$ cat src/design/hti_pkg.sv
// Shared types, widths and constants of the tension/bias Hermite interpolator.
// No dependencies; every other design file imports this package.
package hti_pkg;

   localparam int SAMPLE_BITS = 16;
   localparam int FRAC_BITS   = 16;

   localparam int Q14_BITS  = 16;
   localparam int Q14_ONE   = 16384;
   localparam int WT_W      = 17;
   localparam int WT_SHIFT  = 15;
   localparam int TAN_SHIFT = 10;
   localparam int TAN_FRAC  = 4;

   localparam int DIFF_W    = SAMPLE_BITS + 1;
   localparam int TPROD_W   = DIFF_W + WT_W;
   localparam int TSUM_W    = TPROD_W + 1;
   localparam int TAN_W     = TSUM_W - TAN_SHIFT;

   localparam int H_W       = FRAC_BITS + 4;
   localparam int HY_W      = H_W + SAMPLE_BITS;
   localparam int HM_W      = H_W + TAN_W;
   localparam int HYS_W     = HY_W + 1 + TAN_FRAC;
   localparam int HMS_W     = HM_W + 1;
   localparam int ACC_W     = ((HYS_W > HMS_W) ? HYS_W : HMS_W) + 1;
   localparam int ACC_SHIFT = FRAC_BITS + TAN_FRAC;
   localparam int RES_W     = ACC_W - ACC_SHIFT;

   localparam int CSR_ADDR_W = 3;
   localparam int CSR_DATA_W = 32;

   typedef enum logic {
      REG_TENSION = 1'b0,
      REG_BIAS    = 1'b1
   } reg_index_type;

   typedef struct packed {
      logic        [FRAC_BITS-1:0]   position_frac;
      logic signed [SAMPLE_BITS-1:0] sample_prev;
      logic signed [SAMPLE_BITS-1:0] sample_left;
      logic signed [SAMPLE_BITS-1:0] sample_right;
      logic signed [SAMPLE_BITS-1:0] sample_next;
   } req_item_type;

   typedef struct packed {
      logic signed [SAMPLE_BITS-1:0] interpolated;
      logic                          clipped;
   } rsp_item_type;

   typedef struct packed {
      logic signed [WT_W-1:0] wa;
      logic signed [WT_W-1:0] wb;
   } weights_type;

   typedef struct packed {
      logic signed [H_W-1:0] h00;
      logic signed [H_W-1:0] h10;
      logic signed [H_W-1:0] h01;
      logic signed [H_W-1:0] h11;
   } basis_type;

   typedef struct packed {
      logic                          valid;
      logic signed [TAN_W-1:0]       m0;
      logic signed [TAN_W-1:0]       m1;
      logic signed [SAMPLE_BITS-1:0] y1;
      logic signed [SAMPLE_BITS-1:0] y2;
   } tangent_type;

endpackage

$ cat src/design/hti_tangent.sv
// Three-stage pipeline that forms the two tension/bias tangents in Q4 and carries valid.
// Depends on hti_pkg.
module hti_tangent (
   input  logic                  clock,
   input  logic                  reset,
   input  logic                  in_valid,
   input  hti_pkg::req_item_type in_item,
   input  hti_pkg::weights_type  weights,
   output hti_pkg::tangent_type  tan_out
);
   import hti_pkg::*;

   logic                          v1_ff, v2_ff, v3_ff;
   logic signed [DIFF_W-1:0]      d0_ff, d1_ff, d2_ff;
   logic signed [SAMPLE_BITS-1:0] y1_s1_ff, y2_s1_ff, y1_s2_ff, y2_s2_ff;
   logic signed [TPROD_W-1:0]     p0_ff, p1_ff, p2_ff, p3_ff;
   logic signed [TPROD_W-1:0]     p0_in, p1_in, p2_in, p3_in;
   logic signed [TSUM_W-1:0]      sum0, sum1;
   tangent_type                   tan_ff, tan_in;

   assign p0_in = d0_ff * weights.wa;
   assign p1_in = d1_ff * weights.wb;
   assign p2_in = d1_ff * weights.wa;
   assign p3_in = d2_ff * weights.wb;

   assign sum0 = TSUM_W'(p0_ff) + TSUM_W'(p1_ff) + TSUM_W'(2 ** (TAN_SHIFT - 1));
   assign sum1 = TSUM_W'(p2_ff) + TSUM_W'(p3_ff) + TSUM_W'(2 ** (TAN_SHIFT - 1));

   assign tan_in.valid = v2_ff;
   assign tan_in.m0    = sum0[TSUM_W-1:TAN_SHIFT];
   assign tan_in.m1    = sum1[TSUM_W-1:TAN_SHIFT];
   assign tan_in.y1    = y1_s2_ff;
   assign tan_in.y2    = y2_s2_ff;

   always_ff @(posedge clock) begin
      if (reset) begin
         v1_ff <= 1'b0;
         v2_ff <= 1'b0;
         v3_ff <= 1'b0;
      end else begin
         v1_ff <= in_valid;
         v2_ff <= v1_ff;
         v3_ff <= tan_in.valid;
      end
   end

   always_ff @(posedge clock) begin
      d0_ff    <= DIFF_W'(in_item.sample_left)  - DIFF_W'(in_item.sample_prev);
      d1_ff    <= DIFF_W'(in_item.sample_right) - DIFF_W'(in_item.sample_left);
      d2_ff    <= DIFF_W'(in_item.sample_next)  - DIFF_W'(in_item.sample_right);
      y1_s1_ff <= in_item.sample_left;
      y2_s1_ff <= in_item.sample_right;
      p0_ff    <= p0_in;
      p1_ff    <= p1_in;
      p2_ff    <= p2_in;
      p3_ff    <= p3_in;
      y1_s2_ff <= y1_s1_ff;
      y2_s2_ff <= y2_s1_ff;
      tan_ff   <= tan_in;
   end

   always_comb begin
      tan_out       = tan_ff;
      tan_out.valid = v3_ff;
   end

endmodule

$ cat config.mk
export PLATFORM = sky130hd
export DESIGN_NAME = hti_tangent
export DESIGN_NICKNAME = d
export VERILOG_FILES = /design/src/design/hti_pkg.sv /design/src/design/hti_tangent.sv
export SDC_FILE = /design/constraint.sdc
export NUM_CORES = 2
export LEC_CHECK = 0
export BUFFER_PORTS_ARGS = -buffer_cell sky130_fd_sc_hd__buf_4
export CAP_MARGIN = 20
export CELL_PAD_IN_SITES_DETAIL_PLACEMENT = 1
export CELL_PAD_IN_SITES_GLOBAL_PLACEMENT = 2
export CORE_ASPECT_RATIO = 0.5
export CORE_MARGIN = 2
export CORE_UTILIZATION = 46
export CTS_BUF_LIST = sky130_fd_sc_hd__clkbuf_16
export CTS_CLUSTER_SIZE = 10
export DETAILED_ROUTE_END_ITERATION = 8
export PLACE_DENSITY = 0.94
export SKIP_CTS_REPAIR_TIMING = 1
export SYNTH_ARGS = -nofsm -noshare
export SYNTH_HDL_FRONTEND = slang
export SYNTH_SLANG_ARGS = --single-unit
$ cat constraint.sdc
create_clock -name clock -period 17.6 [get_ports clock]
set_clock_uncertainty 0.15 [all_clocks]
set_input_delay 0.88 -clock clock [delete_from_list [all_inputs] [get_ports clock]]
set_output_delay 0.88 -clock clock [all_outputs]
set_load 0.005 [all_outputs]
==> impl_metrics.yaml <==
clock_network:
  clkLatencyLatePin_ns: 0.66
  clk_pin_slew_ns: 0.06
  cts_num_sinks: 336
  cts-root-buf: "clkbuf_16"
  htree_levels: 2
  cts_buffers: 42
  clock_path_buffers: 3
  cts_tree: "done"
sta:
  slew_headroom_pct: 18.7
  fin_crit_sh_pct: 42.9
  rsz0062_at_grt: "false"
  slew_violations: 0
  tightest_slew_ns: 1.21
  finalHoldViolations: 0
  clock.fmax_ghz: 0.133
  setup_viol: 0
  period_needed_ns: 7.54
  fin_tns_setup_ns: 0
worst_setup_path:
  critPathTopFamily: "adder cells"
  reg2reg_from: "d1_ff[6]"
  path_buf_inv: 4
  startpoint_type: "flop"
  critPathMaxStageDelay_ns: 1.01
  cp_common_cell: "fa_1"
  worst_setup_path_end_kind: "flop"
  required_ns: 18.00
  worstPathMaxFanout: 34
  worstSetupPathType: "reg2reg"
  cp_slowest_cell: "o31ai_1"
  crit_path_cell_trace: "and2_1 > fa_1 > inv_1 > fa_1 > fa_1 > inv_1 > fa_1 > fa_1 > inv_1 > fa_1 > inv_1 > ha_1 > o31ai_1 > or2_1 > o31ai_1 > a211o_1 > a31o_1 > a21oi_1 > xnor2_1"
  crit_start: "d1_ff[6]"
  critical_path_arrival_ns: 7.94
floorplan:
  io_pins: 200
  rows: 90
  die_w_um: 496
  dieArea_um2: 124000
  fp.dieH_um: 250
  start_util_pct: 46.3
  core_area_um2: 120000
synthesis:
  yosysTopAreaCellShare_pct: 42.6
  synth_edf_count: 0
  synthMostInstantiatedCell: "inv_1"
  syn_inst: 5883
  ys_ff_latch: 336
  yosysTopAreaCell: "fa_1"
  synth_warnings: 0
  async_flop_share_pct: 0
  ys_types: 72
  synth_area_um2: 55800
  syn-num-nets: 7705
  syn_avg_cell_area_um2: 9.48
  synth_area_leaders: "fa_1, dfxtp_1, ha_1"
  ys.flop_type: "dfxtp_1"
  synth_common_cells: "inv_1, fa_1, nand2_1"
  synth_seq_area_share_pct: 12.1
placed_design:
  port_buffers: 183
  gp_congestion: 0.861
  dpl.hpwl_mm: 128
grt:
  antenna_found_initial: 11
  overflow: 0
  grt_pass1_vias: 47700
  grt_max_degree: 35
  grt_first_pass_wirelength_mm: 264
  grtUsageTotal_pct: 27.3
final_layout:
  layout-drive-gt1-share_pct: 5.00
  final_nets: 7773
  nFillCells: 13600
  syn_to_final_growth_pct: 7.43
detailed_routing:
  drt-pass1-iter-count: 5
  wl_per_cell_um: 21.5
  wirelength_mm: 163
  vias: 40700
  drtIter0Drc: 2461
  avgViaCountPerCell: 5.37
  ant_nets: 0
  drc: 0
worst_hold_path:
  hold_start: "y1_s1_ff[5]"
  hold_class: "reg2reg"
outcome:
  status: "complete, no violations"
flow_run:
  cap_viol_max_count: 0
[worst register-to-register path, delay by kind of cell, from the launching register on]
family / cells / cell delay (ns)
XOR/XNOR: 1 / 0.15
AND/OR/NAND/NOR: 2 / 0.74
AO/OA/AOI/OAI: 5 / 1.95
buffers and inverters: 4 / 0.26
flip-flops: 1 / 0.94
adder cells (fa/ha/maj): 7 / 3.26
[flip-flops by register name, indices dropped and copies added (netlist names), 16 cells and up]
name	cells
d2_ff	17
p1_ff	34
d0_ff	17
d1_ff	17
y2_s1_ff	16
y2_s2_ff	16
p0_ff	34
tan_out	82
p3_ff	34
p2_ff	34
y1_s2_ff	16
y1_s1_ff	16
[worst paths after layout]
kind,to,slack (ns),cells after the start
max,p2_ff[23],10.06,19
min,y1_s2_ff[5],0.17,0
max reg2reg,p2_ff[23],10.06,19
min reg2reg,y1_s2_ff[5],0.17,0
[through the flow]
stage | utilization [%] | instance area [um2] | hold WS, ns | setup WS [ns] | std cells
final | 49.8 | 59900 | 0.172 | 10.06 | 7576
after global routing | 49.8 | 59900 | 0.179 | 9.79 | 7574
after CTS | 49.8 | 59900 | 0.175 | 10.17 | 7574
after detailed placement | 48.8 | 58700 | 0.163 | 9.55 | 7517
after global placement | 48.8 | 58700 | 0.160 | 9.72 | 7517
after floorplan | - | 55800 | 0.160 | 10.84 | 5883
[cell type report]
| class | count | area [um2] | area share [%] |
|---|---|---|---|
| timing repair buffer | 217 | 1630 | 2.72 |
| sequential | 336 | 6740 | 11.2 |
| inverter | 1385 | 5200 | 8.68 |
| antenna | 2 | 5.00 | 0.00835 |
| clock inverter | 14 | 136 | 0.228 |
| clock buffer | 43 | 1080 | 1.80 |
| tap | 1610 | 2010 | 3.36 |
| multi-input combinational | 3969 | 43100 | 72.0 |
[cell families after synthesis]
kind of cell	after synthesis	share of synthesized area [%]
and+or+nand+nor	1580	14.1
xor gates and xnor gates	204	3.20
AOI/OAI and AO/OA	479	5.77
buffers and inverters	1578	10.6
DFF	336	12.1
adders and majority gates	1705	54.2
muxes	1	0.0180
[per-layer routing]
layer,GRT usage [%],share of wire (%),up-vias
met1,36.4,42,21500
li1,-,-,17700
met3,5.20,7.1,291
met4,6.95,2.5,4
met5,0,0.013,-
met2,45.6,48,1309
[cells in the final DEF (no fill, tap or decap), drive strengths merged, types with 10 or more instances in the layout]
master	instances
or3	18
o21a	32
a21boi	16
xnor2	154
o21ai	79
a31oi	15
a211oi	26
inv	1391
clkbuf	43
nor2	173
o31a	10
o31ai	12
ha	518
nand2	603
a21o	63
xor2	50
and3	16
fa	1187
nor2b	36
o21bai	13
buf	217
nor3	46
and2	578
nand2b	36
nand3	41
o211ai	15
or2	12
a21oi	129
dfxtp	336
Power is not shown: default switching activity piles up to over one toggle a cycle in this logic, so the estimate is an artifact.
