<file path="config.mk">
export PLATFORM = sky130hd
export DESIGN_NAME = hti_csr
export DESIGN_NICKNAME = d
export VERILOG_FILES = /design/src/design/hti_pkg.sv /design/src/design/hti_csr.sv
export SDC_FILE = /design/constraint.sdc
export NUM_CORES = 1
export LEC_CHECK = 0
export ABC_AREA = 0
export BUFFER_PORTS_ARGS = -buffer_cell sky130_fd_sc_hd__buf_2
export CAP_MARGIN = 20
export CORE_MARGIN = 4
export CORE_UTILIZATION = 59
export DETAILED_ROUTE_END_ITERATION = 6
export GPL_TIMING_DRIVEN = 0
export PLACE_DENSITY = 0.89
export REMOVE_ABC_BUFFERS = 1
export SLEW_MARGIN = 20
export SYNTH_ARGS = -nofsm -noshare
export SYNTH_HDL_FRONTEND = slang
export SYNTH_SLANG_ARGS = --single-unit
</file>
<file path="constraint.sdc">
create_clock -name clock -period 17.6 [get_ports clock]
set_clock_uncertainty 0.05 [all_clocks]
set_input_delay 1.76 -clock clock [delete_from_list [all_inputs] [get_ports clock]]
set_output_delay 1.76 -clock clock [all_outputs]
set_load 0.05 [all_outputs]
</file>
<file path="src/design/hti_pkg.sv">
// Shared types, widths and constants of the tension/bias Hermite interpolator.
// No dependencies; every other design file imports this package.
package hti_pkg;

   localparam int SAMPLE_BITS = 16;
   localparam int FRAC_BITS   = 16;

   localparam int Q14_BITS  = 16;
   localparam int Q14_ONE   = 16384;
   localparam int WT_W      = 17;
   localparam int WT_SHIFT  = 15;
   localparam int TAN_SHIFT = 10;
   localparam int TAN_FRAC  = 4;

   localparam int DIFF_W    = SAMPLE_BITS + 1;
   localparam int TPROD_W   = DIFF_W + WT_W;
   localparam int TSUM_W    = TPROD_W + 1;
   localparam int TAN_W     = TSUM_W - TAN_SHIFT;

   localparam int H_W       = FRAC_BITS + 4;
   localparam int HY_W      = H_W + SAMPLE_BITS;
   localparam int HM_W      = H_W + TAN_W;
   localparam int HYS_W     = HY_W + 1 + TAN_FRAC;
   localparam int HMS_W     = HM_W + 1;
   localparam int ACC_W     = ((HYS_W > HMS_W) ? HYS_W : HMS_W) + 1;
   localparam int ACC_SHIFT = FRAC_BITS + TAN_FRAC;
   localparam int RES_W     = ACC_W - ACC_SHIFT;

   localparam int CSR_ADDR_W = 3;
   localparam int CSR_DATA_W = 32;

   typedef enum logic {
      REG_TENSION = 1'b0,
      REG_BIAS    = 1'b1
   } reg_index_type;

   typedef struct packed {
      logic        [FRAC_BITS-1:0]   position_frac;
      logic signed [SAMPLE_BITS-1:0] sample_prev;
      logic signed [SAMPLE_BITS-1:0] sample_left;
      logic signed [SAMPLE_BITS-1:0] sample_right;
      logic signed [SAMPLE_BITS-1:0] sample_next;
   } req_item_type;

   typedef struct packed {
      logic signed [SAMPLE_BITS-1:0] interpolated;
      logic                          clipped;
   } rsp_item_type;

   typedef struct packed {
      logic signed [WT_W-1:0] wa;
      logic signed [WT_W-1:0] wb;
   } weights_type;

   typedef struct packed {
      logic signed [H_W-1:0] h00;
      logic signed [H_W-1:0] h10;
      logic signed [H_W-1:0] h01;
      logic signed [H_W-1:0] h11;
   } basis_type;

   typedef struct packed {
      logic                          valid;
      logic signed [TAN_W-1:0]       m0;
      logic signed [TAN_W-1:0]       m1;
      logic signed [SAMPLE_BITS-1:0] y1;
      logic signed [SAMPLE_BITS-1:0] y2;
   } tangent_type;

endpackage

</file>
<file path="src/design/hti_csr.sv">
// Register file for tension and bias, plus the registered Q14 tangent weights.
// Depends on hti_pkg.
module hti_csr (
   input  logic                               clock,
   input  logic                               reset,
   input  logic                               psel,
   input  logic                               penable,
   input  logic                               pwrite,
   input  logic [hti_pkg::CSR_ADDR_W-1:0]     paddr,
   input  logic [hti_pkg::CSR_DATA_W-1:0]     pwdata,
   output logic [hti_pkg::CSR_DATA_W-1:0]     prdata,
   output logic                               pready,
   output hti_pkg::weights_type               weights
);
   import hti_pkg::*;

   localparam logic signed [Q14_BITS-1:0] Q14_POS = Q14_BITS'(Q14_ONE);
   localparam logic signed [Q14_BITS-1:0] Q14_NEG = -Q14_POS;

   logic signed [Q14_BITS-1:0] tension_ff, tension_in;
   logic signed [Q14_BITS-1:0] bias_ff, bias_in;
   logic signed [Q14_BITS-1:0] tension_clamped, bias_clamped;
   logic                       wr_en;
   reg_index_type              acc_index;
   logic [WT_W-1:0]            pb, nb, pt;
   logic [2*WT_W-1:0]          wa_sum, wb_sum;
   weights_type                weights_ff, weights_in;

   function automatic logic signed [Q14_BITS-1:0] clamp_q14(
      input logic signed [Q14_BITS-1:0] v);
      logic signed [Q14_BITS-1:0] r;
      r = v;
      if (v < Q14_NEG) r = Q14_NEG;
      if (v > Q14_POS) r = Q14_POS;
      return r;
   endfunction

   assign pready    = 1'b1;
   assign wr_en     = psel & penable & pwrite & pready;
   assign acc_index = reg_index_type'(paddr[CSR_ADDR_W-1]);

   always_comb begin
      tension_in = tension_ff;
      bias_in    = bias_ff;
      if (wr_en) begin
         case (acc_index)
            REG_TENSION: tension_in = pwdata[Q14_BITS-1:0];
            REG_BIAS:    bias_in    = pwdata[Q14_BITS-1:0];
            default: ;
         endcase
      end
   end

   always_comb begin
      case (acc_index)
         REG_TENSION: prdata = CSR_DATA_W'(tension_ff);
         REG_BIAS:    prdata = CSR_DATA_W'(bias_ff);
         default:     prdata = '0;
      endcase
   end

   // weights follow the next register values, so they are current at the write edge
   assign tension_clamped = clamp_q14(tension_in);
   assign bias_clamped    = clamp_q14(bias_in);
   assign pb = WT_W'(Q14_ONE) + WT_W'(bias_clamped);
   assign nb = WT_W'(Q14_ONE) - WT_W'(bias_clamped);
   assign pt = WT_W'(Q14_ONE) - WT_W'(tension_clamped);
   assign wa_sum = pb * pt + (2*WT_W)'(2 ** (WT_SHIFT - 1));
   assign wb_sum = nb * pt + (2*WT_W)'(2 ** (WT_SHIFT - 1));
   assign weights_in.wa = wa_sum[WT_SHIFT +: WT_W];
   assign weights_in.wb = wb_sum[WT_SHIFT +: WT_W];

   always_ff @(posedge clock) begin
      if (reset) begin
         tension_ff <= '0;
         bias_ff    <= '0;
         weights_ff.wa <= WT_W'((Q14_ONE * Q14_ONE) >> WT_SHIFT);
         weights_ff.wb <= WT_W'((Q14_ONE * Q14_ONE) >> WT_SHIFT);
      end else begin
         tension_ff <= tension_in;
         bias_ff    <= bias_in;
         weights_ff <= weights_in;
      end
   end

   assign weights = weights_ff;

endmodule

</file>
==> impl_metrics.yaml, run 1 <==
routing:
  vias_per_cell: 6.06
  drc: 80
  drtAntennaViolNets: 0
  drt-pass1-iter-count: 7
  wl_per_cell_microns: 20.0
  routed_wl_microns: 60900
  first_iter_violations: 1995
  vias: 18400
sta:
  finalCritPeriodShare_pct: 77.6
  worst_pin_slew_ns: 1.22
  fmax_mhz: 73.2
  setup_tns_ns: 0
  slew_headroom_pct: 18.4
  rsz0062_at_grt: "false"
  fin_crit_ns: 13.66
  drv_slew: 0
  holdWs_ns: 0.494
  final-hold-violation-count: 0
  finalSetupViolations: 0
  setup_ws_ns: 3.94
placement:
  dpl.hpwl_microns: 47500
  place_area_sq_um: 22700
  place_congestion: 0.994
  post-place-ws_ns: 4.17
  port_buffers: 87
synth:
  ys.flop_type: "dfxtp_1"
  synth_cell_types: 87
  yosysMostFrequentCell: "inv_1"
  synthTopCellsByCount: "578 x inv_1, 446 x fa_1, 350 x nand2_1"
  async_reset_ff_share_pct: 0
  ys_seq_elements: 66
  avgSynthCellArea_sq_um: 8.51
  ys_warn_count: 0
  synth_top_area_cell: "fa_1"
  synth_edf_count: 0
  yosysSeqAreaShare_pct: 6.03
  syn_inst: 2573
  synth_top_cell_area_share_pct: 40.8
  syn_area_sq_um: 21900
  yosys-top-cells-area: "fa_1 41%, ha_1 12%, inv_1 9.9%"
clock_tree:
  cts-resized-gates: 0
  numClockSinks: 66
  clk_pin_slew_ns: 0.07
  root_buffer: "clkbuf_16"
  cts_tree: "built"
  cts_hold_buf: 0
  post-cts-setup-buffer-count: 0
  htreeDepth: 3
  clk_latency_ns: 0.38
  numCtsBuffers: 9
  clockBufferDepth: 2
setup_path:
  crit_path_end_kind: "flop"
  cp.arrival_ns: 13.85
  critPathMaxFanout: 27
  cpMaxStageDelayCell: "nand4_2"
  startpoint_type: "input pin"
  cp.required_ns: 17.80
  crit_top_cell: "fa_1"
  crit_path_max_incr_delay_ns: 0.87
  crit_type: "in2reg"
floorplan:
  die_h_microns: 201
  io_pins: 107
  rows: 70
  die_w_microns: 201
  die-area_sq_um: 40300
  core-area_sq_um: 36600
  start_util_pct: 59.8
global_routing:
  track_usage_pct: 30.6
  grt_pass1_vias: 20200
  grt_antenna_before_repair: 0
  grt_pass1_wl_microns: 99400
  grt_max_degree: 76
  grt-ovfl-total: 0
finish:
  fin_nets: 3271
  syn2layout_area_growth_pct: 5.15
  final_area_sq_um: 23000
  diodes: 0
  layout-drive-gt1-share_pct: 8.18
run_status:
  violations: "design-rule violations"
  status: "complete, but fails checks"
run:
  cap_violations: 0
power:
  powerDensity_nw_per_um2: 130
  leakage_nw: 12.1
  peakVddDrop_mv: 0.200
hold_path:
  hp-class: "reg2reg"
==> stage by stage <==
| stage | power [mW] | std cells | utilization (%) |
|---|---|---|---|
| final | 3.00 | 3046 | 62.9 |
| after CTS | 2.97 | 3045 | 62.9 |
| after floorplan | 2.10 | 2460 | - |
| after global routing | 3.32 | 3046 | 62.9 |
| after global placement | 2.61 | 3015 | 61.1 |
| after detailed placement | 2.72 | 3029 | 62.0 |
==> flip-flops by register name (all words and copies together), names as in the netlist <==
signal,flops
weights,34
tension_ff,16
bias_ff,16
==> path summary, 6_finish.rpt <==
check                                          startpoint                         to  slack [ns]  cells after the start
worst max-delay path                             paddr[2]     weights[11]$_SDFF_PP0_        3.94                     34
worst min-delay path            tension_ff[14]$_SDFF_PP0_  tension_ff[14]$_SDFF_PP0_        0.49                      2
worst max register to register     bias_ff[15]$_SDFF_PP0_     weights[11]$_SDFF_PP0_        5.89                     33
worst min register to register  tension_ff[14]$_SDFF_PP0_  tension_ff[14]$_SDFF_PP0_        0.49                      2
==> cells by family after synthesis <==
family,Yosys count,synth area share (%)
simple gates,836,17.0
buf+inv,707,12.7
fa+ha+maj,658,52.9
compound gates,192,6.31
flops,66,6.03
xor+xnor,59,2.46
mux,53,2.58
other cells,2,0.0343
==> routing by layer <==
layer	vias up	GRT usage, %	wire (microns)
li1	7726	-	-
met4	0	19.3	4870
met1	8957	35.7	20500
met3	440	8.05	7080
met5	-	0	0
met2	1325	50.4	28400
==> layout make-up <==
cell class,count,area (sq um)
multi-input combinational,1814,18000
fill,2811,13600
inverter,580,2180
sequential,66,1320
timing repair buffer,102,604
tap,468,586
clock buffer,10,239
clock inverter,6,88.8
==> cells in the final DEF, fill, tap and decap left out, drive strengths merged, types with 7 or more instances in the layout <==
cell,instances
xnor2,45
nand3,7
clkbuf,10
o21a,10
o21ai,27
buf,102
nor2b,17
nor4,8
nand2b,15
a31oi,8
a21oi,52
xor2,14
o21bai,10
mux2i,29
inv,580
mux2,24
a211oi,8
dfxtp,66
or2,10
conb,16
a21o,33
nor3,47
fa,446
nor2,265
and3,14
or3,7
ha,212
and2,60
nand4,10
nand2,350
==> where the power goes <==
group,switching [mW],internal (mW)
Clock,0.0927,0.129
Combinational,1.61,0.965
Sequential,0.00935,0.192
==> worst max-delay path: cells and delay by family <==
kind	cells	cell delay, ns
AOI/OAI and AO/OA	6	1.70
xor gates and xnor gates	1	0.81
adders and majority gates	8	3.81
buffers and inverters	7	1.18
muxes	1	0.35
and+or+nand+nor	11	4.18
No activity file was read; power rests on OpenSTA's default activity.
==> inputs of run 2 (changes only) <==
==> constraint.sdc (replaced) <==
create_clock -name clock -period 12.7 [get_ports clock]
set_clock_uncertainty 0.05 [all_clocks]
set_input_delay 1.27 -clock clock [delete_from_list [all_inputs] [get_ports clock]]
set_output_delay 1.27 -clock clock [all_outputs]
set_load 0.05 [all_outputs]
==> run 2 against run 1 <==
Net effect: the flow still finishes with violations (design-rule violations); utilization up 0.092 points; final cell count is the same; power is 39% higher; via count decreased by 0.16%; clock-buffer cell count unchanged; worst setup slack worse by 3.4 ns; wire length hardly changed; die area stayed put; sequential cell count stayed put; critical endpoint is now weights[26]$_SDFF_PP0_; largest cell class unchanged.
==> impl_metrics.yaml, run 2 (same netlist as run 1, synthesis figures left out) <==
floorplan:
  start_util_pct: 59.8
  die_w_microns: 201
  rows: 70
  die_h_microns: 201
  die-area_sq_um: 40300
  io_pins: 107
  core-area_sq_um: 36600
finish:
  diodes: 0
  layout_common_cells: "578 x inv_1, 446 x fa_1, 350 x nand2_1"
  layout_commonest_cell: "inv_1"
  syn2layout_area_growth_pct: 5.31
  fin_nets: 3271
  postLayoutCoreUtil_pct: 63.0
  final_area_sq_um: 23100
  largest_reg_flops: 34
  layout-drive-gt1-share_pct: 8.26
  nFillCells: 2795
global_routing:
  grt_pass1_wl_microns: 99400
  grt_antenna_before_repair: 0
  grt_max_degree: 76
  grt-ovfl-total: 0
  grt_pass1_vias: 20200
  track_usage_pct: 30.6
placement:
  place_congestion: 0.994
  place_area_sq_um: 22700
  post-place-ws_ns: -0.238
  dpl.hpwl_microns: 47500
  port_buffers: 87
setup_path:
  cp_top_family: "adder cells"
  crit_type: "in2reg"
  critPathMaxFanout: 32
  crit_top_cell: "fa_1"
  cp_num_buf_inv: 8
  startpoint_type: "input pin"
  cp.arrival_ns: 12.32
  crit_path_max_incr_delay_ns: 0.85
  crit_path_end_kind: "flop"
  cpMaxStageDelayCell: "a21oi_2"
  cp.required_ns: 12.91
run_status:
  status: "complete, but fails checks"
  violations: "design-rule violations"
sta:
  slew_headroom_pct: 20.7
  drv_slew: 0
  finalSetupViolations: 0
  setup_ws_ns: 0.594
  fmax_mhz: 82.6
  final-hold-violation-count: 0
  worst_pin_slew_ns: 1.19
  rsz0062_at_grt: "false"
  finalCritPeriodShare_pct: 95.3
  fin_crit_ns: 12.11
clock_tree:
  clk_latency_ns: 0.38
  clockBufferDepth: 2
  numCtsBuffers: 9
  root_buffer: "clkbuf_16"
  htreeDepth: 3
  cts_tree: "built"
  clk_pin_slew_ns: 0.06
  numClockSinks: 66
power:
  peakVddDrop_mv: 0.279
  power_mw: 4.16
  leakage_nw: 12.1
  powerDensity_nw_per_um2: 180
routing:
  first_iter_violations: 1971
  drt-pass1-iter-count: 7
  routed_wl_microns: 60900
  drc: 46
  vias_per_cell: 6.05
  drtAntennaViolNets: 0
  wl_per_cell_microns: 20.0
  vias: 18400
run:
  cap_violations: 0
hold_path:
  hp-class: "reg2reg"
==> run 2: cell counts in the layout (fill, tap and decap cells not counted) <==
Identical to the previous run, type by type.
==> run 2: path summary, 6_finish.rpt <==
path / start / endpoint / slack, ns / cells after the start
max: paddr[2] / weights[26]$_SDFF_PP0_ / 0.59 / 33
min: tension_ff[14]$_SDFF_PP0_ / tension_ff[14]$_SDFF_PP0_ / 0.49 / 2
max reg2reg: tension_ff[2]$_SDFF_PP0_ / weights[26]$_SDFF_PP0_ / 1.60 / 30
min reg2reg: tension_ff[14]$_SDFF_PP0_ / tension_ff[14]$_SDFF_PP0_ / 0.49 / 2
==> run 2: report_power, final <==
| group | internal (mW) | total (mW) | switching (mW) | leakage [nW] |
|---|---|---|---|---|
| logic | 1.34 | 3.57 | 2.23 | 11.4 |
| registers | 0.266 | 0.279 | 0.0130 | 0.541 |
| clock network | 0.178 | 0.308 | 0.130 | 0.155 |
==> run 2: repair_timing <==
| item | CTS | global route |
|---|---|---|
| hold buffers | 0 | 0 |
| setup endpoints to repair | 1 | 12 |
| buffers inserted | 0 | 0 |
| gates resized for setup | 1 | 4 |
==> run 2: worst register-to-register path: cells and delay by family, from the launching register on <==
kind	cells	cell delay [ns]
and+or+nand+nor	6	2.17
buffers and inverters	5	0.25
adders and majority gates	8	4.08
DFF	1	0.39
AOI/OAI and AO/OA	10	3.69
muxes	1	0.35
==> run 2: layout make-up <==
cell class | count | area [sq um] | area share [%]
clock inverter | 6 | 88.8 | 0.385
timing repair buffer | 102 | 604 | 2.62
sequential | 66 | 1320 | 5.73
clock buffer | 10 | 239 | 1.04
tap | 468 | 586 | 2.54
multi-input combinational | 1814 | 18000 | 78.3
inverter | 580 | 2180 | 9.44
==> run 2: per-layer routing <==
metal	wire length, microns	vias to the layer above	share of wire [%]	GRT usage (%)
li1	-	7729	-	-
met1	21000	9030	34	35.6
met2	28400	1251	47	50.4
met3	6720	408	11	8.19
met4	4750	0	7.8	19.4
met5	0	-	0	0
==> run 2: through the flow <==
stage / hold WS, ns / std cells / setup TNS [ns]
6_report: 0.488 / 3046 / 0
5_1_grt: 0.514 / 3046 / 0
3_3_place_gp: 0.436 / 3015 / -38.40
4_1_cts: 0.487 / 3045 / 0
3_5_place_dp: 0.476 / 3029 / -0.349
2_1_floorplan: 0.411 / 2460 / 0
