**src/design/hti_pkg.sv**
```systemverilog
// Shared types, widths and constants of the tension/bias Hermite interpolator.
// No dependencies; every other design file imports this package.
package hti_pkg;

   localparam int SAMPLE_BITS = 16;
   localparam int FRAC_BITS   = 16;

   localparam int Q14_BITS  = 16;
   localparam int Q14_ONE   = 16384;
   localparam int WT_W      = 17;
   localparam int WT_SHIFT  = 15;
   localparam int TAN_SHIFT = 10;
   localparam int TAN_FRAC  = 4;

   localparam int DIFF_W    = SAMPLE_BITS + 1;
   localparam int TPROD_W   = DIFF_W + WT_W;
   localparam int TSUM_W    = TPROD_W + 1;
   localparam int TAN_W     = TSUM_W - TAN_SHIFT;

   localparam int H_W       = FRAC_BITS + 4;
   localparam int HY_W      = H_W + SAMPLE_BITS;
   localparam int HM_W      = H_W + TAN_W;
   localparam int HYS_W     = HY_W + 1 + TAN_FRAC;
   localparam int HMS_W     = HM_W + 1;
   localparam int ACC_W     = ((HYS_W > HMS_W) ? HYS_W : HMS_W) + 1;
   localparam int ACC_SHIFT = FRAC_BITS + TAN_FRAC;
   localparam int RES_W     = ACC_W - ACC_SHIFT;

   localparam int CSR_ADDR_W = 3;
   localparam int CSR_DATA_W = 32;

   typedef enum logic {
      REG_TENSION = 1'b0,
      REG_BIAS    = 1'b1
   } reg_index_type;

   typedef struct packed {
      logic        [FRAC_BITS-1:0]   position_frac;
      logic signed [SAMPLE_BITS-1:0] sample_prev;
      logic signed [SAMPLE_BITS-1:0] sample_left;
      logic signed [SAMPLE_BITS-1:0] sample_right;
      logic signed [SAMPLE_BITS-1:0] sample_next;
   } req_item_type;

   typedef struct packed {
      logic signed [SAMPLE_BITS-1:0] interpolated;
      logic                          clipped;
   } rsp_item_type;

   typedef struct packed {
      logic signed [WT_W-1:0] wa;
      logic signed [WT_W-1:0] wb;
   } weights_type;

   typedef struct packed {
      logic signed [H_W-1:0] h00;
      logic signed [H_W-1:0] h10;
      logic signed [H_W-1:0] h01;
      logic signed [H_W-1:0] h11;
   } basis_type;

   typedef struct packed {
      logic                          valid;
      logic signed [TAN_W-1:0]       m0;
      logic signed [TAN_W-1:0]       m1;
      logic signed [SAMPLE_BITS-1:0] y1;
      logic signed [SAMPLE_BITS-1:0] y2;
   } tangent_type;

endpackage

```
**src/design/hti_basis.sv**
```systemverilog
// Three-stage pipeline that forms mu^2, mu^3 and the four cubic Hermite basis weights.
// Depends on hti_pkg.
module hti_basis (
   input  logic                              clock,
   input  logic [hti_pkg::FRAC_BITS-1:0]     mu,
   output hti_pkg::basis_type                basis
);
   import hti_pkg::*;

   localparam int F = FRAC_BITS;
   localparam logic signed [H_W-1:0] H_ONE = H_W'(2 ** F);

   logic [F-1:0]          mu_s1_ff, mu_s2_ff;
   logic [2*F-1:0]        mumu_ff, mumu_in;
   logic [2*F-1:0]        mu2_sum;
   logic [F-1:0]          mu2_s2_ff, mu2_in;
   logic [2*F-1:0]        mu3raw_ff, mu3raw_in;
   logic [2*F-1:0]        mu3_sum;
   logic signed [H_W-1:0] mu_h, mu2_h, mu3_h;
   basis_type             basis_ff, basis_in;

   assign mumu_in   = mu * mu;
   assign mu2_sum   = mumu_ff + (2*F)'(2 ** (F - 1));
   assign mu2_in    = mu2_sum[2*F-1:F];
   assign mu3raw_in = mu2_in * mu_s1_ff;

   assign mu3_sum = mu3raw_ff + (2*F)'(2 ** (F - 1));
   assign mu_h    = H_W'(mu_s2_ff);
   assign mu2_h   = H_W'(mu2_s2_ff);
   assign mu3_h   = H_W'(mu3_sum[2*F-1:F]);

   assign basis_in.h00 = (mu3_h <<< 1) - ((mu2_h <<< 1) + mu2_h) + H_ONE;
   assign basis_in.h10 = mu3_h - (mu2_h <<< 1) + mu_h;
   assign basis_in.h01 = mu3_h - mu2_h;
   assign basis_in.h11 = ((mu2_h <<< 1) + mu2_h) - (mu3_h <<< 1);

   always_ff @(posedge clock) begin
      mu_s1_ff  <= mu;
      mumu_ff   <= mumu_in;
      mu_s2_ff  <= mu_s1_ff;
      mu2_s2_ff <= mu2_in;
      mu3raw_ff <= mu3raw_in;
      basis_ff  <= basis_in;
   end

   assign basis = basis_ff;

endmodule

```
**config.mk**
```make
export PLATFORM = sky130hd
export DESIGN_NAME = hti_basis
export DESIGN_NICKNAME = d
export VERILOG_FILES = /design/src/design/hti_pkg.sv /design/src/design/hti_basis.sv
export SDC_FILE = /design/constraint.sdc
export NUM_CORES = 1
export LEC_CHECK = 0
export ABC_AREA = 1
export BUFFER_PORTS_ARGS = -buffer_cell sky130_fd_sc_hd__buf_2
export CORE_MARGIN = 1.5
export CORE_UTILIZATION = 40
export CTS_BUF_LIST = sky130_fd_sc_hd__clkbuf_8 sky130_fd_sc_hd__clkbuf_16
export CTS_CLUSTER_SIZE = 8
export DETAILED_ROUTE_END_ITERATION = 16
export GPL_TIMING_DRIVEN = 0
export PLACE_DENSITY_LB_ADDON = 0.1
export SYNTH_ARGS = -nofsm -noshare
export SYNTH_HDL_FRONTEND = slang
export SYNTH_SLANG_ARGS = --single-unit
```
**constraint.sdc**
```tcl
create_clock -name clock -period 8.2 [get_ports clock]
set_input_delay 1.64 -clock clock [delete_from_list [all_inputs] [get_ports clock]]
set_output_delay 1.64 -clock clock [all_outputs]
set_load 0.005 [all_outputs]
```
==> results of run 1 <==
registers in the layout, summed over array words and instances (netlist names):
register and flops:
mu3raw_ff 17, mu_s2_ff 16, mumu_ff 18, mu_s1_ff 15
mu2_s2_ff 16, basis 74
cell usage in the layout (no fill, tap or decap), types with 4 or more instances in the layout:
cell type | netlist | layout
inv_8 | 0 | 4
nand3b_1 | 7 | 7
a31oi_1 | 5 | 5
and3_1 | 7 | 7
clkinv_1 | 5 | 5
xor2_1 | 81 | 81
o31ai_1 | 4 | 4
inv_6 | 1 | 5
buf_4 | 7 | 7
inv_2 | 9 | 9
o211ai_1 | 4 | 4
ha_1 | 313 | 313
buf_2 | 2 | 98
a21o_1 | 26 | 26
inv_1 | 799 | 799
o21ai_0 | 78 | 78
a21oi_1 | 158 | 158
nor4_1 | 8 | 8
nor3_1 | 32 | 32
nand2_2 | 6 | 6
or2_2 | 4 | 4
o21bai_1 | 15 | 15
clkinv_8 | 0 | 5
and2_1 | 5 | 5
a21boi_0 | 8 | 8
clkbuf_1 | 43 | 43
nand2_1 | 723 | 723
dfxtp_1 | 156 | 156
clkbuf_16 | 0 | 17
xnor2_1 | 24 | 24
fa_1 | 363 | 363
nor2_1 | 250 | 250
nand4_1 | 25 | 25
nand3_1 | 109 | 109
o21a_1 | 7 | 7
stage by stage:
stage	worst slack [ns]	cells	area, um^2	setup TNS, ns
2_1_floorplan	1.44	3310	25200	0
4_1_cts	0.389	4275	27400	0
3_5_place_dp	-0.139	4243	26800	-0.356
5_1_grt	0.0184	4275	27400	0
3_3_place_gp	-0.0468	4243	26800	-0.0920
6_report	0.403	4275	27400	0
cells by family (layout without fill, tap and decap cells):
kind of cell | count (synthesis) | after routing | share of synthesized area (%)
simple gates | 1188 | 1188 | 19.4
buf+inv | 871 | 999 | 13.2
fa+ha+maj | 676 | 676 | 44.3
compound gates | 313 | 313 | 6.96
flops | 156 | 156 | 12.4
xor+xnor | 106 | 106 | 3.75
worst reg2reg max path, delay by kind of cell, from the launching register on:
kind                       cells  cell delay (ns)
AOI/OAI and AO/OA              3             0.59
adders and majority gates      8             3.77
buffers and inverters          5             0.54
DFF                            1             0.38
and+or+nand+nor               13             1.49
cells in the mapped netlist (8+ instances only):
library cell	number	share of area (%)
a21boi_0	8	0.24
nor3_1	32	0.63
nor2_1	250	3.7
o21bai_1	15	0.45
o21ai_0	78	1.5
inv_2	9	0.13
clkbuf_1	43	0.64
xnor2_1	24	0.83
xor2_1	81	2.8
nor4_1	8	0.20
nand2_1	723	11
ha_1	313	16
dfxtp_1	156	12
fa_1	363	29
a21oi_1	158	3.1
a21o_1	26	0.77
nand4_1	25	0.62
inv_1	799	12
nand3_1	109	2.2
layout make-up:
class                           instances  area [um^2]  area share (%)
Timing Repair Buffer                   96          480            1.76
Sequential cell                       156         3120            11.4
Clock buffer                           17          425            1.55
Buffer                                 56          264           0.964
Clock inverter                         15          186           0.681
Multi-Input combinational cell       2283        18800            68.6
Inverter                              815         3070            11.2
Tap cell                              837         1050            3.83
routing by layer:
metal  up-vias  track usage (%)  routed length [um]
met5         -                0                   0
met4         0             6.60                1710
met3        80             2.66                2810
met2       445             43.4               36200
met1     10200             30.2               32300
li1      10200                -                   -
path summary, 6_finish.rpt:
check	startpoint	to	slack, ns	depth (start not counted)
max	mu[12]	mumu_ff[29]	0.40	26
min	mu_s1_ff[5]	mu_s2_ff[5]	0.46	0
max reg2reg	mumu_ff[15]	mu3raw_ff[31]	1.28	29
min reg2reg	mu_s1_ff[5]	mu_s2_ff[5]	0.46	0
==> metrics.txt, run 1 <==
# TYPE chip_impl_metric gauge
chip_impl_metric{name="die_y",unit="um"} 254
chip_impl_metric{name="synth_edf_count",unit=""} 0
chip_impl_info{name="worstSetupStartpointType",value="input port"} 1
chip_impl_info{name="clk_root_buffer_cell",value="clkbuf_16"} 1
chip_impl_metric{name="starting_utilization_of_the_core_area",unit="%"} 40.7
chip_impl_metric{name="measured_slew_at_the_worst_slew_check_pin",unit="ns"} 1.00
chip_impl_metric{name="top_level_ports",unit=""} 97
chip_impl_metric{name="number_of_iterations_in_the_first_detailed_routing_pass",unit=""} 6
chip_impl_metric{name="cts_inserted_buffers",unit=""} 17
chip_impl_info{name="critical_path.slowest_cell",value="clkbuf_1"} 1
chip_impl_metric{name="ys_seq_area_share",unit="%"} 12.4
chip_impl_metric{name="grt_first_pass_wirelength",unit="um"} 119000
chip_impl_metric{name="critical_path_buf_inv_count",unit=""} 9
chip_impl_metric{name="vias_per_cell",unit=""} 4.91
chip_impl_metric{name="fin_crit_sh",unit="%"} 95.1
chip_impl_metric{name="nNetsFinal",unit=""} 4118
chip_impl_metric{name="final_max_slew_viol_count",unit=""} 0
chip_impl_metric{name="buffer_depth_of_the_longest_clock_path",unit=""} 2
chip_impl_metric{name="clock_sink_count",unit=""} 156
chip_impl_info{name="tritoncts_clock_tree",value="yes"} 1
chip_impl_metric{name="port_buffer_count",unit=""} 96
chip_impl_metric{name="routed_wirelength",unit="um"} 73000
chip_impl_metric{name="drive_above_1_share",unit="%"} 5.18
chip_impl_metric{name="die_area",unit="um^2"} 64600
chip_impl_info{name="synth_top_flop_cell",value="dfxtp_1"} 1
chip_impl_metric{name="hold_slack",unit="ns"} 0.460
chip_impl_metric{name="timing_hold_violations_final",unit=""} 0
chip_impl_metric{name="clk-insertion-delay-late",unit="ns"} 0.49
chip_impl_metric{name="synth.avg_cell_area",unit="um^2"} 7.62
chip_impl_metric{name="die_width",unit="um"} 254
chip_impl_metric{name="critical-path-max-stage-delay",unit="ns"} 0.67
chip_impl_metric{name="final.setup_skew",unit="ns"} 0.0209
chip_impl_info{name="min-delay-path-class",value="flop to flop"} 1
chip_impl_metric{name="antenna_found_initial",unit=""} 3
chip_impl_metric{name="clk_pin_slew",unit="ns"} 0.08
chip_impl_metric{name="worstPathArrival",unit="ns"} 8.18
chip_impl_metric{name="gp_routability_congestion",unit=""} 0.913
chip_impl_metric{name="number_of_global_route_vias_before_repair",unit=""} 22300
chip_impl_metric{name="cell_variety_after_synth",unit=""} 48
chip_impl_info{name="worstSetupEndpointType",value="flop"} 1
chip_impl_metric{name="fmax",unit="MHz"} 128
chip_impl_metric{name="worstPathMaxFanout",unit=""} 10
chip_impl_metric{name="first_iter_violations",unit=""} 1170
chip_impl_info{name="critPathKind",value="input port to flop"} 1
chip_impl_metric{name="drv_cap",unit=""} 0
chip_impl_metric{name="synthToLayoutAreaGrowth",unit="%"} 8.48
chip_impl_metric{name="grt-ovfl-total",unit=""} 0
chip_impl_info{name="cpLargestDelayFamily",value="adder cells"} 1
chip_impl_metric{name="synth_fp_nets",unit=""} 4003
chip_impl_metric{name="fin_util",unit="%"} 44.1
chip_impl_metric{name="route.vias.total",unit=""} 21000
chip_impl_metric{name="global_route.usage.total",unit="%"} 24.0
chip_impl_metric{name="wl_per_cell",unit="um"} 17.1
chip_impl_metric{name="n_fill_cell",unit=""} 6445
chip_impl_metric{name="postRouteAntennaNets",unit=""} 0
chip_impl_metric{name="report.final.setup_viol",unit=""} 0
chip_impl_metric{name="max_slew_margin",unit="%"} 32.8
chip_impl_info{name="rsz0062_at_grt",value="false"} 1
chip_impl_metric{name="core_area",unit="um^2"} 62100
chip_impl_metric{name="postCtsHoldBufs",unit=""} 0
chip_impl_metric{name="syn_area",unit="um^2"} 25200
chip_impl_metric{name="post-route-min-period",unit="ns"} 7.80
chip_impl_metric{name="ant_diodes",unit=""} 0
chip_impl_metric{name="h-tree-depth",unit=""} 4
chip_impl_metric{name="yosysWarnings",unit=""} 0
chip_impl_metric{name="hpwl_after_dpl",unit="um"} 63200
chip_impl_metric{name="core.rowCount",unit=""} 91
chip_impl_metric{name="post_synth_inst_count",unit=""} 3310
chip_impl_metric{name="cts_setup_buffers",unit=""} 0
chip_impl_metric{name="post-route-drc-count",unit=""} 0
chip_impl_metric{name="cts_resized",unit=""} 0
chip_impl_metric{name="worstPathRequired",unit="ns"} 8.58
chip_impl_metric{name="grt_start_max_net_pins",unit=""} 20
chip_impl_metric{name="async_flop_share",unit="%"} 0
chip_impl_info{name="status",value="finished, final reports clean"} 1
chip_impl_metric{name="synth-seq-cells",unit=""} 156
Power of run 1 is left out: the tool's default activity adds up to more than one toggle a clock period on the data nets, which glitch-free logic cannot reach.
==> run 2, diff against run 1 <==
--- a/config.mk
+++ b/config.mk
@@ -8,7 +8,7 @@
 export ABC_AREA = 1
 export BUFFER_PORTS_ARGS = -buffer_cell sky130_fd_sc_hd__buf_2
 export CORE_MARGIN = 1.5
-export CORE_UTILIZATION = 40
+export CORE_UTILIZATION = 55
 export CTS_BUF_LIST = sky130_fd_sc_hd__clkbuf_8 sky130_fd_sc_hd__clkbuf_16
 export CTS_CLUSTER_SIZE = 8
 export DETAILED_ROUTE_END_ITERATION = 16
==> metrics.txt, run 2 (synthesis results as in run 1) <==
# TYPE chip_impl_metric gauge
chip_impl_metric{name="multi_input_comb_area",unit="um^2"} 18800
chip_impl_info{name="worstSetupEndpointType",value="flop"} 1
chip_impl_metric{name="fin_crit_sh",unit="%"} 91.2
chip_impl_metric{name="gp_routability_congestion",unit=""} 0.977
chip_impl_metric{name="worstPathRequired",unit="ns"} 8.59
chip_impl_metric{name="postRouteAntennaNets",unit=""} 0
chip_impl_metric{name="hpwl_after_dpl",unit="um"} 59000
chip_impl_info{name="rsz0062_at_grt",value="false"} 1
chip_impl_metric{name="antenna_found_initial",unit=""} 0
chip_impl_metric{name="postCtsHoldBufs",unit=""} 0
chip_impl_metric{name="routed_wirelength",unit="um"} 68300
chip_impl_metric{name="port_buffer_count",unit=""} 96
chip_impl_metric{name="first_iter_violations",unit=""} 1279
chip_impl_metric{name="clock_sink_count",unit=""} 156
chip_impl_metric{name="die_width",unit="um"} 217
chip_impl_info{name="critPathKind",value="input port to flop"} 1
chip_impl_info{name="tritoncts_clock_tree",value="yes"} 1
chip_impl_metric{name="worstPathArrival",unit="ns"} 7.87
chip_impl_metric{name="cts_setup_buffers",unit=""} 0
chip_impl_metric{name="synthToLayoutAreaGrowth",unit="%"} 7.28
chip_impl_metric{name="grt_start_max_net_pins",unit=""} 17
chip_impl_metric{name="area.sequential",unit="um^2"} 3120
chip_impl_metric{name="fmax",unit="MHz"} 134
chip_impl_info{name="worstSetupStartpointType",value="input port"} 1
chip_impl_info{name="clk_root_buffer_cell",value="clkbuf_16"} 1
chip_impl_metric{name="n_fill_cell",unit=""} 4281
chip_impl_info{name="status",value="finished, final reports clean"} 1
chip_impl_info{name="min-delay-path-class",value="flop to flop"} 1
chip_impl_metric{name="number_of_iterations_in_the_first_detailed_routing_pass",unit=""} 5
chip_impl_metric{name="drive_above_1_share",unit="%"} 5.09
chip_impl_metric{name="max_slew_margin",unit="%"} 26.7
chip_impl_metric{name="cts_resized",unit=""} 0
chip_impl_metric{name="post-route-min-period",unit="ns"} 7.48
chip_impl_metric{name="core.rowCount",unit=""} 78
chip_impl_metric{name="route.vias.total",unit=""} 21300
chip_impl_metric{name="measured_slew_at_the_worst_slew_check_pin",unit="ns"} 1.10
chip_impl_metric{name="nNetsFinal",unit=""} 4118
chip_impl_metric{name="starting_utilization_of_the_core_area",unit="%"} 55.7
chip_impl_metric{name="report.final.setup_viol",unit=""} 0
chip_impl_metric{name="grt_first_pass_wirelength",unit="um"} 112000
chip_impl_metric{name="cts_inserted_buffers",unit=""} 17
chip_impl_metric{name="grt-ovfl-total",unit=""} 0
chip_impl_metric{name="h-tree-depth",unit=""} 4
chip_impl_metric{name="final_max_slew_viol_count",unit=""} 0
chip_impl_metric{name="drv_cap",unit=""} 0
chip_impl_metric{name="post-route-drc-count",unit=""} 0
chip_impl_metric{name="wl_per_cell",unit="um"} 16.9
chip_impl_metric{name="final.setup_skew",unit="ns"} 0.0188
chip_impl_metric{name="die_area",unit="um^2"} 47200
chip_impl_metric{name="top_level_ports",unit=""} 97
chip_impl_metric{name="global_route.usage.total",unit="%"} 30.7
chip_impl_metric{name="core_area",unit="um^2"} 45300
chip_impl_metric{name="clk-insertion-delay-late",unit="ns"} 0.50
chip_impl_metric{name="vias_per_cell",unit=""} 5.27
chip_impl_metric{name="buffer_depth_of_the_longest_clock_path",unit=""} 2
chip_impl_metric{name="worstPathMaxFanout",unit=""} 10
chip_impl_info{name="final_common_cell",value="inv_1"} 1
chip_impl_metric{name="clk_pin_slew",unit="ns"} 0.08
chip_impl_metric{name="timing_hold_violations_final",unit=""} 0
chip_impl_metric{name="ant_diodes",unit=""} 0
chip_impl_metric{name="fin_tns_setup",unit="ns"} 0
chip_impl_info{name="layout_common_cells",value="801 x inv_1, 723 x nand2_1, 363 x fa_1"} 1
chip_impl_metric{name="flip_flop_count_of_the_largest_register_all_copies_and_words_added",unit=""} 74
chip_impl_metric{name="die_y",unit="um"} 217
chip_impl_metric{name="number_of_global_route_vias_before_repair",unit=""} 22100
[run 2: changes by cell type in the layout (fill, tap and decap cells not counted)]
cell and delta:
inv_12 -1, clkinv_4 +1, inv_1 +2, clkinv_8 -5
clkinvlp_4 +2, bufinv_16 +3, inv_6 -1, clkbuf_8 +1
inv_8 -3
[run 2: worst max-delay path, stage by stage]
cell      delay [ns]
buf_2           0.13
clkbuf_1        0.47
clkbuf_1        0.54
nand2_1         0.22
fa_1            0.59
inv_1           0.06
fa_1            0.54
inv_1           0.06
fa_1            0.52
inv_1           0.06
fa_1            0.53
inv_1           0.05
fa_1            0.39
fa_1            0.52
inv_1           0.04
ha_1            0.34
inv_1           0.12
o21bai_1        0.10
a21oi_1         0.32
o21ai_0         0.21
a21oi_1         0.24
nand2_1         0.08
nand2_1         0.06
nand2_1         0.06
[run 2: area by class of cell]
| cell class | count | share of cell area [%] |
|---|---|---|
| Buffer | 56 | 0.975 |
| Clock buffer | 18 | 1.62 |
| Clock inverter | 13 | 0.619 |
| Inverter | 815 | 11.3 |
| Multi-Input combinational cell | 2283 | 69.4 |
| Sequential cell | 156 | 11.5 |
| Tap cell | 600 | 2.77 |
| Timing Repair Buffer | 96 | 1.77 |
[run 2: per-stage QoR]
| step | hold WS [ns] | instances | util (%) | area (um^2) | setup WS (ns) |
|---|---|---|---|---|---|
| after floorplan | 0.349 | 3310 | - | 25200 | 1.44 |
| after global routing | 0.461 | 4037 | 59.8 | 27100 | 0.418 |
| after CTS | 0.454 | 4037 | 59.8 | 27100 | 0.706 |
| after global placement | 0.433 | 4006 | 58.4 | 26500 | 0.222 |
| after detailed placement | 0.441 | 4006 | 58.4 | 26500 | 0.192 |
| final | 0.440 | 4037 | 59.8 | 27100 | 0.723 |
[run 2: worst paths after layout]
path	end	slack [ns]	from	cells past startpoint
worst max-delay path	mumu_ff[31]	0.72	mu[12]	24
worst max register to register	mu3raw_ff[25]	1.28	mumu_ff[16]	28
worst min register to register	mu_s2_ff[6]	0.44	mu_s1_ff[6]	0
worst min-delay path	mu_s2_ff[6]	0.44	mu_s1_ff[6]	0
[run 2: layer usage]
metal	GRT usage, %	routed length (um)
met3	5.42	4560
met5	0	0
met4	12.6	2660
met1	37.7	28100
met2	53.1	33000
Power of run 2 is left out for the same reason.
